$ cat src/design/cms_pkg.sv
// ----------------------------------------------------------------------------
// cms_pkg
// Shared types, widths and helper functions for the counter multiplex scaler.
// ----------------------------------------------------------------------------
package cms_pkg;

    localparam int MAX_EVENTS  = 4;
    localparam int COUNT_WIDTH = 32;
    localparam int SLICE_W     = 8;
    localparam int SUM_WIDTH   = COUNT_WIDTH + SLICE_W;
    localparam int EV_W        = $clog2(MAX_EVENTS);
    localparam int EVCFG_W     = 3;
    localparam int OUT_W       = 40;
    localparam int PROD_W      = SUM_WIDTH + SLICE_W;
    localparam int DIV_CNT_W   = $clog2(PROD_W + 1);
    localparam int CFG_IDX_W   = 2;
    localparam int CFG_DATA_W  = 8;

    // register indexes on the configuration channel
    localparam logic [CFG_IDX_W-1:0] REG_EVENTS   = 2'd0;
    localparam logic [CFG_IDX_W-1:0] REG_COUNTERS = 2'd1;
    localparam logic [CFG_IDX_W-1:0] REG_SLICES   = 2'd2;

    typedef struct packed {
        logic busy;
        logic done;
    } t_div_stat;

    // events_in_use clamped to 1..MAX_EVENTS
    function automatic logic [EVCFG_W-1:0] eff_events(input logic [EVCFG_W-1:0] v);
        logic [EVCFG_W-1:0] r;
        r = v;
        if (v == '0) begin
            r = EVCFG_W'(1);
        end else if (v > EVCFG_W'(MAX_EVENTS)) begin
            r = EVCFG_W'(MAX_EVENTS);
        end
        return r;
    endfunction

    // rotation modulo the event count, both small
    function automatic logic [EV_W-1:0] mod_ev(input logic [EV_W-1:0] rot,
                                               input logic [EVCFG_W-1:0] ev);
        logic [EVCFG_W-1:0] r;
        r = EVCFG_W'(rot);
        for (int k = 0; k < MAX_EVENTS; k++) begin
            if (r >= ev) begin
                r = r - ev;
            end
        end
        return r[EV_W-1:0];
    endfunction

endpackage

$ cat src/design/cms_if.sv
// ----------------------------------------------------------------------------
// cms_if
// Handshake channels of the counter multiplex scaler: slice in, result out,
// configuration write.
// ----------------------------------------------------------------------------
interface cms_slice_if;
    logic                            valid;
    logic                            ready;
    logic [cms_pkg::COUNT_WIDTH-1:0] slice_count_0;
    logic [cms_pkg::COUNT_WIDTH-1:0] slice_count_1;
    logic [cms_pkg::COUNT_WIDTH-1:0] slice_count_2;
    logic [cms_pkg::COUNT_WIDTH-1:0] slice_count_3;

    modport source (output valid, output slice_count_0, output slice_count_1,
                    output slice_count_2, output slice_count_3, input ready);
    modport sink   (input valid, input slice_count_0, input slice_count_1,
                    input slice_count_2, input slice_count_3, output ready);
endinterface

interface cms_result_if;
    logic                        valid;
    logic                        ready;
    logic [cms_pkg::EV_W-1:0]    event_index;
    logic [cms_pkg::OUT_W-1:0]   true_total;
    logic [cms_pkg::OUT_W-1:0]   raw_total;
    logic [cms_pkg::SLICE_W-1:0] running_slices;
    logic [cms_pkg::OUT_W-1:0]   scaled_estimate;
    logic                        no_coverage;
    logic                        last_of_run;

    modport source (output valid, output event_index, output true_total,
                    output raw_total, output running_slices, output scaled_estimate,
                    output no_coverage, output last_of_run, input ready);
    modport sink   (input valid, input event_index, input true_total,
                    input raw_total, input running_slices, input scaled_estimate,
                    input no_coverage, input last_of_run, output ready);
endinterface

interface cms_cfg_if;
    logic                           valid;
    logic                           ready;
    logic [cms_pkg::CFG_IDX_W-1:0]  index;
    logic [cms_pkg::CFG_DATA_W-1:0] data;

    modport source (output valid, output index, output data, input ready);
    modport sink   (input valid, input index, input data, output ready);
endinterface

$ cat src/design/cms_div.sv
// ----------------------------------------------------------------------------
// cms_div
// Radix-2 restoring divider, one quotient bit per cycle, for the estimate.
// ----------------------------------------------------------------------------
module cms_div (
    input  logic                           i_clk,
    input  logic                           i_rst_n,
    input  logic                           i_start,
    input  logic [cms_pkg::PROD_W-1:0]     i_dividend,
    input  logic [cms_pkg::SLICE_W-1:0]    i_divisor,
    output logic [cms_pkg::PROD_W-1:0]     o_quotient,
    output cms_pkg::t_div_stat             o_stat
);

    logic [cms_pkg::PROD_W-1:0]    r_acc;
    logic [cms_pkg::SLICE_W-1:0]   r_rem;
    logic [cms_pkg::SLICE_W-1:0]   r_div;
    logic [cms_pkg::DIV_CNT_W-1:0] r_cnt;
    logic                          r_busy;
    logic                          r_done;

    logic [cms_pkg::SLICE_W:0]     trial;
    logic                          q_bit;
    logic [cms_pkg::SLICE_W:0]     diff;

    // shift in next dividend bit and try a subtract
    assign trial = {r_rem, r_acc[cms_pkg::PROD_W-1]};
    assign q_bit = (trial >= {1'b0, r_div});
    assign diff  = trial - {1'b0, r_div};

    always_ff @(posedge i_clk) begin
        if (!i_rst_n) begin
            r_busy <= 1'b0;
            r_done <= 1'b0;
            r_cnt  <= '0;
        end else begin
            r_done <= 1'b0;
            if (i_start) begin
                r_busy <= 1'b1;
                r_cnt  <= cms_pkg::DIV_CNT_W'(cms_pkg::PROD_W);
            end else if (r_busy) begin
                r_cnt <= r_cnt - 1'b1;
                if (r_cnt == cms_pkg::DIV_CNT_W'(1)) begin
                    r_busy <= 1'b0;
                    r_done <= 1'b1;
                end
            end
        end
    end

    always_ff @(posedge i_clk) begin
        if (i_start) begin
            r_acc <= i_dividend;
            r_rem <= '0;
            r_div <= i_divisor;
        end else if (r_busy) begin
            r_acc <= {r_acc[cms_pkg::PROD_W-2:0], q_bit};
            r_rem <= q_bit ? diff[cms_pkg::SLICE_W-1:0] : trial[cms_pkg::SLICE_W-1:0];
        end
    end

    assign o_quotient  = r_acc;
    assign o_stat.busy = r_busy;
    assign o_stat.done = r_done;

endmodule

$ cat src/design/counter_multiplex_scaler.sv
// ----------------------------------------------------------------------------
// counter_multiplex_scaler
// Per-slice accumulation of true and multiplexed counts, one event per cycle,
// with end-of-run scaling through a shared serial divider.
// ----------------------------------------------------------------------------
// slice item: accepted in idle, then accumulated for each event in use in turn,
//   and the next slice is taken only once the sequencer is back in idle
// end of run: per event a multiply state and a serial divide (the divide is
//   skipped when the event never ran), then the result waits for ready
// reset: synchronous active-low, clears all sums, rotation and slice number;
//   registers return to 4 events, 2 counters, 8 slices per run
module counter_multiplex_scaler (
    input  logic         i_clk,
    input  logic         i_rst_n,
    cms_slice_if.sink    i_slice,
    cms_result_if.source o_result,
    cms_cfg_if.sink      i_cfg
);

    typedef enum logic [4:0] {
        S_IDLE  = 5'b00001,
        S_ACCUM = 5'b00010,
        S_MUL   = 5'b00100,
        S_DIV   = 5'b01000,
        S_OUT   = 5'b10000
    } t_state;

    t_state r_state, n_state;

    // configuration registers
    logic [cms_pkg::EVCFG_W-1:0] r_cfg_ev;
    logic [cms_pkg::EVCFG_W-1:0] r_cfg_cn;
    logic [cms_pkg::SLICE_W-1:0] r_cfg_sl;

    // run state
    logic [cms_pkg::SUM_WIDTH-1:0]   r_true [cms_pkg::MAX_EVENTS];
    logic [cms_pkg::SUM_WIDTH-1:0]   r_raw  [cms_pkg::MAX_EVENTS];
    logic [cms_pkg::SLICE_W-1:0]     r_run  [cms_pkg::MAX_EVENTS];
    logic [cms_pkg::EV_W-1:0]        r_rotation;
    logic [cms_pkg::SLICE_W-1:0]     r_slice_num;

    // per-item working registers
    logic [cms_pkg::COUNT_WIDTH-1:0] r_cnt [cms_pkg::MAX_EVENTS];
    logic [cms_pkg::EVCFG_W-1:0]     r_ev;
    logic [cms_pkg::EVCFG_W-1:0]     r_cn;
    logic [cms_pkg::SLICE_W-1:0]     r_sl;
    logic [cms_pkg::EV_W-1:0]        r_rot;
    logic [cms_pkg::EV_W-1:0]        r_idx;
    logic [cms_pkg::OUT_W-1:0]       r_est;
    logic                            r_nocov;

    logic                            slice_acc;
    logic                            out_acc;
    logic                            idx_last;
    logic [cms_pkg::EVCFG_W-1:0]     ev_now;
    logic [cms_pkg::EVCFG_W-1:0]     pos_raw;
    logic [cms_pkg::EVCFG_W-1:0]     pos;
    logic                            holds_cnt;
    logic [cms_pkg::EVCFG_W-1:0]     rot_inc;
    logic                            run_end;
    logic                            div_start;
    logic [cms_pkg::PROD_W-1:0]      div_dividend;
    logic [cms_pkg::PROD_W-1:0]      div_quotient;
    cms_pkg::t_div_stat              div_stat;

    assign slice_acc = i_slice.valid && i_slice.ready;
    assign out_acc   = o_result.valid && o_result.ready;
    assign idx_last  = ({1'b0, r_idx} == (r_ev - cms_pkg::EVCFG_W'(1)));
    assign ev_now    = cms_pkg::eff_events(r_cfg_ev);

    // position of the current event in the rotated order
    assign pos_raw   = {1'b0, r_idx} + r_ev - {1'b0, r_rot};
    assign pos       = (pos_raw >= r_ev) ? (pos_raw - r_ev) : pos_raw;
    assign holds_cnt = (pos < r_cn);
    assign rot_inc   = {1'b0, r_rot} + cms_pkg::EVCFG_W'(1);
    assign run_end   = !(({1'b0, r_slice_num} + 9'd1) < {1'b0, r_sl});

    assign div_start    = (r_state == S_MUL) && (r_run[r_idx] != '0);
    assign div_dividend = cms_pkg::PROD_W'(r_raw[r_idx]) * cms_pkg::PROD_W'(r_sl);

    cms_div u_div (
        .i_clk      (i_clk),
        .i_rst_n    (i_rst_n),
        .i_start    (div_start),
        .i_dividend (div_dividend),
        .i_divisor  (r_run[r_idx]),
        .o_quotient (div_quotient),
        .o_stat     (div_stat)
    );

    always_comb begin
        n_state = r_state;
        case (r_state)
            S_IDLE: begin
                if (slice_acc) n_state = S_ACCUM;
            end
            S_ACCUM: begin
                if (idx_last) n_state = run_end ? S_MUL : S_IDLE;
            end
            S_MUL: begin
                n_state = div_start ? S_DIV : S_OUT;
            end
            S_DIV: begin
                if (div_stat.done) n_state = S_OUT;
            end
            S_OUT: begin
                if (out_acc) n_state = idx_last ? S_IDLE : S_MUL;
            end
            default: n_state = S_IDLE;
        endcase
    end

    // configuration writes
    always_ff @(posedge i_clk) begin
        if (!i_rst_n) begin
            r_cfg_ev <= cms_pkg::EVCFG_W'(4);
            r_cfg_cn <= cms_pkg::EVCFG_W'(2);
            r_cfg_sl <= cms_pkg::SLICE_W'(8);
        end else if (i_cfg.valid && i_cfg.ready) begin
            case (i_cfg.index)
                cms_pkg::REG_EVENTS:   r_cfg_ev <= i_cfg.data[cms_pkg::EVCFG_W-1:0];
                cms_pkg::REG_COUNTERS: r_cfg_cn <= i_cfg.data[cms_pkg::EVCFG_W-1:0];
                cms_pkg::REG_SLICES:   r_cfg_sl <= i_cfg.data;
                default: ;
            endcase
        end
    end

    // sequencer and run state
    always_ff @(posedge i_clk) begin
        if (!i_rst_n) begin
            r_state     <= S_IDLE;
            r_idx       <= '0;
            r_rotation  <= '0;
            r_slice_num <= '0;
            for (int e = 0; e < cms_pkg::MAX_EVENTS; e++) begin
                r_true[e] <= '0;
                r_raw[e]  <= '0;
                r_run[e]  <= '0;
            end
        end else begin
            r_state <= n_state;
            case (r_state)
                S_IDLE: begin
                    r_idx <= '0;
                end
                S_ACCUM: begin
                    r_true[r_idx] <= r_true[r_idx]
                                   + cms_pkg::SUM_WIDTH'(r_cnt[r_idx]);
                    if (holds_cnt) begin
                        r_raw[r_idx] <= r_raw[r_idx] + cms_pkg::SUM_WIDTH'(r_cnt[r_idx]);
                        r_run[r_idx] <= r_run[r_idx] + 1'b1;
                    end
                    if (idx_last) begin
                        // rotation only moves when events outnumber counters
                        if (r_ev > r_cn) begin
                            r_rotation <= (rot_inc == r_ev) ? '0 : rot_inc[cms_pkg::EV_W-1:0];
                        end else begin
                            r_rotation <= r_rot;
                        end
                        r_idx <= '0;
                        if (!run_end) r_slice_num <= r_slice_num + 1'b1;
                    end else begin
                        r_idx <= r_idx + 1'b1;
                    end
                end
                S_OUT: begin
                    if (out_acc) begin
                        if (idx_last) begin
                            r_idx       <= '0;
                            r_rotation  <= '0;
                            r_slice_num <= '0;
                            for (int e = 0; e < cms_pkg::MAX_EVENTS; e++) begin
                                r_true[e] <= '0;
                                r_raw[e]  <= '0;
                                r_run[e]  <= '0;
                            end
                        end else begin
                            r_idx <= r_idx + 1'b1;
                        end
                    end
                end
                default: ;
            endcase
        end
    end

    // item capture and estimate registers
    always_ff @(posedge i_clk) begin
        if (slice_acc) begin
            r_cnt[0] <= i_slice.slice_count_0;
            r_cnt[1] <= i_slice.slice_count_1;
            r_cnt[2] <= i_slice.slice_count_2;
            r_cnt[3] <= i_slice.slice_count_3;
            r_ev     <= ev_now;
            r_cn     <= r_cfg_cn;
            r_sl     <= (r_cfg_sl == '0) ? cms_pkg::SLICE_W'(1) : r_cfg_sl;
            r_rot    <= cms_pkg::mod_ev(r_rotation, ev_now);
        end
        if (r_state == S_MUL && !div_start) begin
            r_est   <= '0;
            r_nocov <= 1'b1;
        end else if (r_state == S_DIV && div_stat.done) begin
            // estimate is bounded by slices times the count range
            r_est   <= div_quotient[cms_pkg::OUT_W-1:0];
            r_nocov <= 1'b0;
        end
    end

    assign i_slice.ready = (r_state == S_IDLE);
    assign i_cfg.ready   = 1'b1;

    assign o_result.valid           = (r_state == S_OUT);
    assign o_result.event_index     = r_idx;
    assign o_result.true_total      = r_true[r_idx];
    assign o_result.raw_total       = r_raw[r_idx];
    assign o_result.running_slices  = r_run[r_idx];
    assign o_result.scaled_estimate = r_est;
    assign o_result.no_coverage     = r_nocov;
    assign o_result.last_of_run     = idx_last;

endmodule
$ cat src/flat_wrapper.sv
// flat-port wrapper written by rule: the top's interface ports become plain ports
module counter_multiplex_scaler_flat 
  (i_clk, i_rst_n, i_slice_valid, i_slice_slice_count_0, i_slice_slice_count_1, i_slice_slice_count_2, i_slice_slice_count_3, i_slice_ready, o_result_valid, o_result_event_index, o_result_true_total, o_result_raw_total, o_result_running_slices, o_result_scaled_estimate, o_result_no_coverage, o_result_last_of_run, o_result_ready, i_cfg_valid, i_cfg_index, i_cfg_data, i_cfg_ready);
  cms_slice_if i_slice_i ();
  cms_result_if o_result_i ();
  cms_cfg_if i_cfg_i ();
  input  logic i_clk;
  input  logic i_rst_n;
  input wire logic [$bits(i_slice_i.valid)-1:0] i_slice_valid;
  input wire logic [$bits(i_slice_i.slice_count_0)-1:0] i_slice_slice_count_0;
  input wire logic [$bits(i_slice_i.slice_count_1)-1:0] i_slice_slice_count_1;
  input wire logic [$bits(i_slice_i.slice_count_2)-1:0] i_slice_slice_count_2;
  input wire logic [$bits(i_slice_i.slice_count_3)-1:0] i_slice_slice_count_3;
  output wire logic [$bits(i_slice_i.ready)-1:0] i_slice_ready;
  output wire logic [$bits(o_result_i.valid)-1:0] o_result_valid;
  output wire logic [$bits(o_result_i.event_index)-1:0] o_result_event_index;
  output wire logic [$bits(o_result_i.true_total)-1:0] o_result_true_total;
  output wire logic [$bits(o_result_i.raw_total)-1:0] o_result_raw_total;
  output wire logic [$bits(o_result_i.running_slices)-1:0] o_result_running_slices;
  output wire logic [$bits(o_result_i.scaled_estimate)-1:0] o_result_scaled_estimate;
  output wire logic [$bits(o_result_i.no_coverage)-1:0] o_result_no_coverage;
  output wire logic [$bits(o_result_i.last_of_run)-1:0] o_result_last_of_run;
  input wire logic [$bits(o_result_i.ready)-1:0] o_result_ready;
  input wire logic [$bits(i_cfg_i.valid)-1:0] i_cfg_valid;
  input wire logic [$bits(i_cfg_i.index)-1:0] i_cfg_index;
  input wire logic [$bits(i_cfg_i.data)-1:0] i_cfg_data;
  output wire logic [$bits(i_cfg_i.ready)-1:0] i_cfg_ready;
  assign i_slice_i.valid = i_slice_valid;
  assign i_slice_i.slice_count_0 = i_slice_slice_count_0;
  assign i_slice_i.slice_count_1 = i_slice_slice_count_1;
  assign i_slice_i.slice_count_2 = i_slice_slice_count_2;
  assign i_slice_i.slice_count_3 = i_slice_slice_count_3;
  assign i_slice_ready = i_slice_i.ready;
  assign o_result_valid = o_result_i.valid;
  assign o_result_event_index = o_result_i.event_index;
  assign o_result_true_total = o_result_i.true_total;
  assign o_result_raw_total = o_result_i.raw_total;
  assign o_result_running_slices = o_result_i.running_slices;
  assign o_result_scaled_estimate = o_result_i.scaled_estimate;
  assign o_result_no_coverage = o_result_i.no_coverage;
  assign o_result_last_of_run = o_result_i.last_of_run;
  assign o_result_i.ready = o_result_ready;
  assign i_cfg_i.valid = i_cfg_valid;
  assign i_cfg_i.index = i_cfg_index;
  assign i_cfg_i.data = i_cfg_data;
  assign i_cfg_ready = i_cfg_i.ready;
  counter_multiplex_scaler u_core (.i_clk(i_clk), .i_rst_n(i_rst_n), .i_slice(i_slice_i), .o_result(o_result_i), .i_cfg(i_cfg_i));
endmodule
$ cat config.mk
export PLATFORM = sky130hd
export DESIGN_NAME = counter_multiplex_scaler_flat
export DESIGN_NICKNAME = d
export VERILOG_FILES = /design/src/design/cms_pkg.sv /design/src/design/cms_if.sv /design/src/design/cms_div.sv /design/src/design/counter_multiplex_scaler.sv /design/src/flat_wrapper.sv
export SDC_FILE = /design/constraint.sdc
export NUM_CORES = 2
export LEC_CHECK = 0
export BUFFER_PORTS_ARGS = -buffer_cell sky130_fd_sc_hd__buf_2
export CORE_MARGIN = 10
export CORE_UTILIZATION = 37
export DETAILED_ROUTE_END_ITERATION = 6
export SLEW_MARGIN = 10
export SYNTH_ARGS = -nofsm -noshare
export SYNTH_HDL_FRONTEND = slang
export SYNTH_HIERARCHICAL = 1
export SYNTH_SLANG_ARGS = --single-unit
$ cat constraint.sdc
create_clock -name i_clk -period 15.78 [get_ports i_clk]
set_input_delay 0.789 -clock i_clk [delete_from_list [all_inputs] [get_ports i_clk]]
set_output_delay 0.789 -clock i_clk [all_outputs]
set_load 0.005 [all_outputs]
* Word-level counts from Yosys, hierarchy flattened
Memory sizes are Yosys's and may differ from the RTL's. A register that Yosys moved wholly into a read port is not among the register bits.
Index checks and enable logic that the tools add are counted.
** Storage, ports and cells
- Flip-flop bits (word level) :: 160
- Output and inout port bits :: 135
- Input bits :: 143
- Memories :: 4
- Bits in writable memories :: 480
** Operators by class
- Add/sub/neg operators :: 17
- Eq/ne operators :: 16
- Multiply operators :: 1
- Muxes and demuxes :: 85
- Reduce and logical (&&, ||, !) cells :: 25
- $lt $le $gt $ge :: 10
- Bitwise operators :: 14
** Memories
- u_core.r_raw :: words 4, width 40, rd ports 1, clocked after memory_dff 1, write ports 4, line counter_multiplex_scaler.sv:37 : logic [cms_pkg::SUM_WIDTH-1:0] r_raw [cms_pkg::MAX_EVENTS];
- u_core.r_true :: words 4, width 40, rd ports 1, clocked after memory_dff 1, write ports 4, line counter_multiplex_scaler.sv:36 : logic [cms_pkg::SUM_WIDTH-1:0] r_true [cms_pkg::MAX_EVENTS];
- u_core.r_cnt :: words 4, width 32, rd ports 1, clocked after memory_dff 1, write ports 4, line counter_multiplex_scaler.sv:43 : logic [cms_pkg::COUNT_WIDTH-1:0] r_cnt [cms_pkg::MAX_EVENTS];
- u_core.r_run :: words 4, width 8, rd ports 1, clocked after memory_dff 1, write ports 4, line counter_multiplex_scaler.sv:38 : logic [cms_pkg::SLICE_W-1:0] r_run [cms_pkg::MAX_EVENTS];
** Operator list (number)
- $mux 40 :: 10
- $mux 48 :: 2
- $add 40x32->40 :: 2
- $mux 8 :: 10
- $reduce_or 40->1 :: 2
- $mul 40x8->48 :: 1
- $mux 2 :: 19
- $mux 3 :: 11
- $mux 5 :: 5
- $pmux 5 s5 :: 1
- $mux 1 :: 22
- $add 8x1->8 const B :: 2
- $pmux 8 s2 :: 1
- $ge 3x3->1 :: 4
- $mux 6 :: 2
- $or 1x1->1 :: 12
- $add 8x1->9 const B :: 1
- $ge 9x8->1 :: 1
- $lt 9x8->1 :: 1
- $sub 3x3->3 :: 3
- $logic_not 8->1 :: 1
- $ne 2x2->1 const B :: 4
- $reduce_and 2->1 :: 4
- $reduce_and 4->1 :: 2
- 38 further kinds :: 45

* Logic depth before layout (Yosys ltp)
- Depth in word-level cells :: 14
- Gate-level depth with buffers :: 26
- Gate-level depth less buffers :: 23

* Cells and area by module
Netlist, hierarchy kept.
** By module, submodules not included
- counter_multiplex_scaler :: instances 1, cells each 3269, area each 37093.1 um^2
- cms_div :: instances 1, cells each 243, area each 3379.5 um^2

* Worst setup path after synthesis
OpenSTA, ideal clock, no wires.
- Path type :: register -> register
- From :: register (tool-made name)
- To :: register u_core.u_div.r_acc, in the netlist u_core/u_div/o_quotient[47] (data pin)
- Clock period less this slack :: 7.062 ns
- Path slack :: 8.718 ns
- Required time :: 15.520 ns
- Cell stages (with the launch flop) :: 25
- Arrival time :: 6.802 ns
- Setup time :: 0.260 ns
- Path buffers :: 5
- Cells stage by stage :: dfxtp_1 -> buf_6 -> buf_2 -> buf_2 -> buf_2 -> mux4_2 -> and2_1 -> fa_1 -> fa_1 -> fa_1 -> inv_1 -> fa_1 -> inv_1 -> ha_1 -> buf_2 -> a21oi_1 -> o22ai_1 -> o311ai_0 -> a31oi_1 -> a21oi_1 -> a31oi_1 -> a311oi_1 -> o21ai_0 -> xnor2_1 -> mux2_2
** RTL lines
- end signal, assigned :: line cms_div.sv:53 : r_acc <= i_dividend;
- end signal, assigned :: line cms_div.sv:57 : r_acc <= {r_acc[cms_pkg::PROD_W-2:0], q_bit};
- end, declared :: line cms_div.sv:15 : logic [cms_pkg::PROD_W-1:0] r_acc;

==> run summary <==
cts repair resizes: 0
Static Leak: 18.4 nW
setup violators final: 0
clock buffer depth: 3
Remaining DRCs: 0
Worst setup SP type: register
yosys warns: 6
core area: 109000 um^2
# H-tree levels: 3
vias per cell: 5.24
CTS buffer count: 74
critical path class: reg2reg
Peak Freq: 128 MHz
beginning of the worst hold path: i_slice_slice_count_3[30]
Inst Count DP: 5070
first-pass GRT wire length: 167000 um
post-synthesis cell area: 40500 um^2
synthesized area per cell: 11.5 um^2
Total GRT Usage: 17.6%
Post-Route M1 WL: 47100 um
worst vdd ir: 0.000106 V
Crit path top cell by count: fa_1
Max Transition Viols Final: 0
RSZ-0062 raised after global routing: no
Fin Setup TNS: 0 ns
gr ovfl total: 0
routability cong.: 0.896
Die W: 351 um
CTS tree: built
status: finished, final reports clean
total wire length: 109000 um
clk_lat worst skew: 0.65 ns
Hold-fix buffers, CTS: 0
DR WL met3: 7010 um
Filler Cell Count: 10300
Crit. End Element: register
buffers added on ports: 276
Max-Cap Viols: 0
CP delay by family, top: adder cells
Die H: 351 um
Routed met2 length: 53000 um
post-synth net total: 4070
wire per inst: 21.0 um
crit path time final: 7.83 ns
remaining antenna violation count: 0
Multi-input gate area: 20300 um^2
sequential cell area: 18400 um^2
Critical Path RT: 16.15 ns
initial antenna violation count: 1
cell count after synthesis: 3511
worst-path cell chain: buf_12, mux4_2, and2_1, fa_1, fa_1, fa_1, inv_1, fa_1, inv_1, ha_1, a21oi_1, o22ai_1, o311ai_0, a31oi_1, a21oi_1, a31oi_1, a311oi_1, o21ai_0, xnor2_1, mux2_2
Initial Util: 37.2%
PD cells: 166 nW/um^2
clock root cell: clkbuf_16
I/O Pins: 278
slowest CP cell: dfxtp_4
max_slew headroom: 30.0%
vias in the first global route: 28500
final hold vios: 0
CP Max Fanout: 81
Post-CTS Setup Bufs: 0
Max Used Layer: met4
crit path buf inv count: 3
slowest stage delay, CP: 0.92 ns
Iter 0 DRT Violations: 1864
Hold WC Path Type: in2reg
largest net degree at the start of global routing: 82
total die area: 123000 um^2
crit share post-route: 49.6%
Antenna diodes: 0
NumNets Final: 4291
num rows: 121
Final Non-Filler Cells: 5205
DR pass1 iterations: 6
worst-margin pin slew: 1.05 ns
dpl hpwl: 78000 um
total number of vias: 27300
Fin Clk Skew: 0.0384 ns
Syn-to-layout area delta: 12.9%
Worst-path clk slew: 0.06 ns
Crit path arrival time: 8.20 ns
Sink Count: 642
layout cells sized above 1: 16.5%
worst paths after layout:
check                                                   end  slack [ns]  cells after the start
worst max-delay path            u_core/u_div/o_quotient[47]        7.95                     20
worst min-delay path                    u_core/r_cnt[3][30]        0.32                      1
worst max register to register  u_core/u_div/o_quotient[47]        7.95                     20
worst min register to register               u_core/r_cn[0]        0.43                      0
per-stage QoR:
stage	cell area (um^2)	hold slack [ns]	power [mW]	utilization [%]	setup WS (ns)
6_report	45700	0.322	7.58	42.0	7.95
3_3_place_gp	43200	0.415	5.83	39.8	7.86
4_1_cts	45700	0.275	7.61	42.0	7.76
3_5_place_dp	43200	0.421	5.84	39.8	7.79
2_1_floorplan	40500	0.408	4.80	-	8.72
5_1_grt	45700	0.283	8.16	42.0	7.31
layer usage:
metal  global-route usage, %  vias up
met2                    29.7      756
met3                    3.39      147
met1                    23.1    13700
met5                       0        -
li1                        -    12600
met4                    4.52        0
state kept, by name, summed over array words and instances (netlist names), named ones only:
signal	count
u_core/u_div/o_quotient	48
u_core/r_cfg_ev	3
u_core/r_cnt	128
u_core/r_cfg_sl	8
u_core/u_div/r_div	8
u_core/r_run	32
u_core/u_div/r_rem	8
u_core/r_state	5
u_core/u_div/r_busy	1
u_core/o_result.scaled_estimate	40
u_core/o_result.event_index	2
u_core/r_rot	2
u_core/r_ev	3
u_core/r_true	160
u_core/o_result.no_coverage	1
u_core/r_rotation	2
u_core/r_cn	3
u_core/r_sl	8
u_core/r_cfg_cn	3
u_core/u_div/r_cnt	6
u_core/u_div/r_done	1
u_core/r_raw	160
u_core/r_slice_num	8
report_power, final:
part	internal, mW	switching [mW]	leakage, nW
Sequential	1.99	0.0436	6.23
Combinational	1.42	2.39	11.1
Clock	1.01	0.715	1.17
final cells by class:
| type | count | area share, % |
|---|---|---|
| multi-input cells | 2415 | 44.5 |
| flip-flops and latches | 642 | 40.3 |
| clock buffers | 94 | 4.33 |
| well taps | 1414 | 3.87 |
| repair buffers | 312 | 3.64 |
| inverters | 287 | 2.36 |
| clock inverters | 41 | 1.00 |
placed cells by master (no fill, tap or decap), types with 11 or more instances in the layout:
master and n:
mux2_2 52, and3_1 16, and2_1 234, a31oi_1 21, xor2_1 57, nand3_1 35, nor3_1 18, nand4_1 22
xnor2_1 91, nand2_1 292, o21a_1 20, o211ai_1 11, nand2_2 12, nand2b_1 26, edfxtp_1 552, buf_4 35
ha_1 179, dfxtp_1 88, a21oi_1 174, mux4_2 118, buf_2 276, clkbuf_1 16, clkbuf_16 75, mux2i_1 24
inv_1 286, a211oi_1 17, a21o_1 59, fa_1 237, o21bai_1 16, o21ai_0 94, nor2_1 442, nor2b_1 30
worst reg2reg max path: stages, from the launching register on:
cell,delay [ns]
dfxtp_4,0.92
buf_12,0.64
mux4_2,0.76
and2_1,0.23
fa_1,0.50
fa_1,0.44
fa_1,0.54
inv_1,0.05
fa_1,0.53
inv_1,0.04
ha_1,0.39
a21oi_1,0.28
o22ai_1,0.13
o311ai_0,0.50
a31oi_1,0.14
a21oi_1,0.24
a31oi_1,0.20
a311oi_1,0.46
o21ai_0,0.17
xnor2_1,0.15
mux2_2,0.26
No activity file was read; power rests on OpenSTA's default activity.
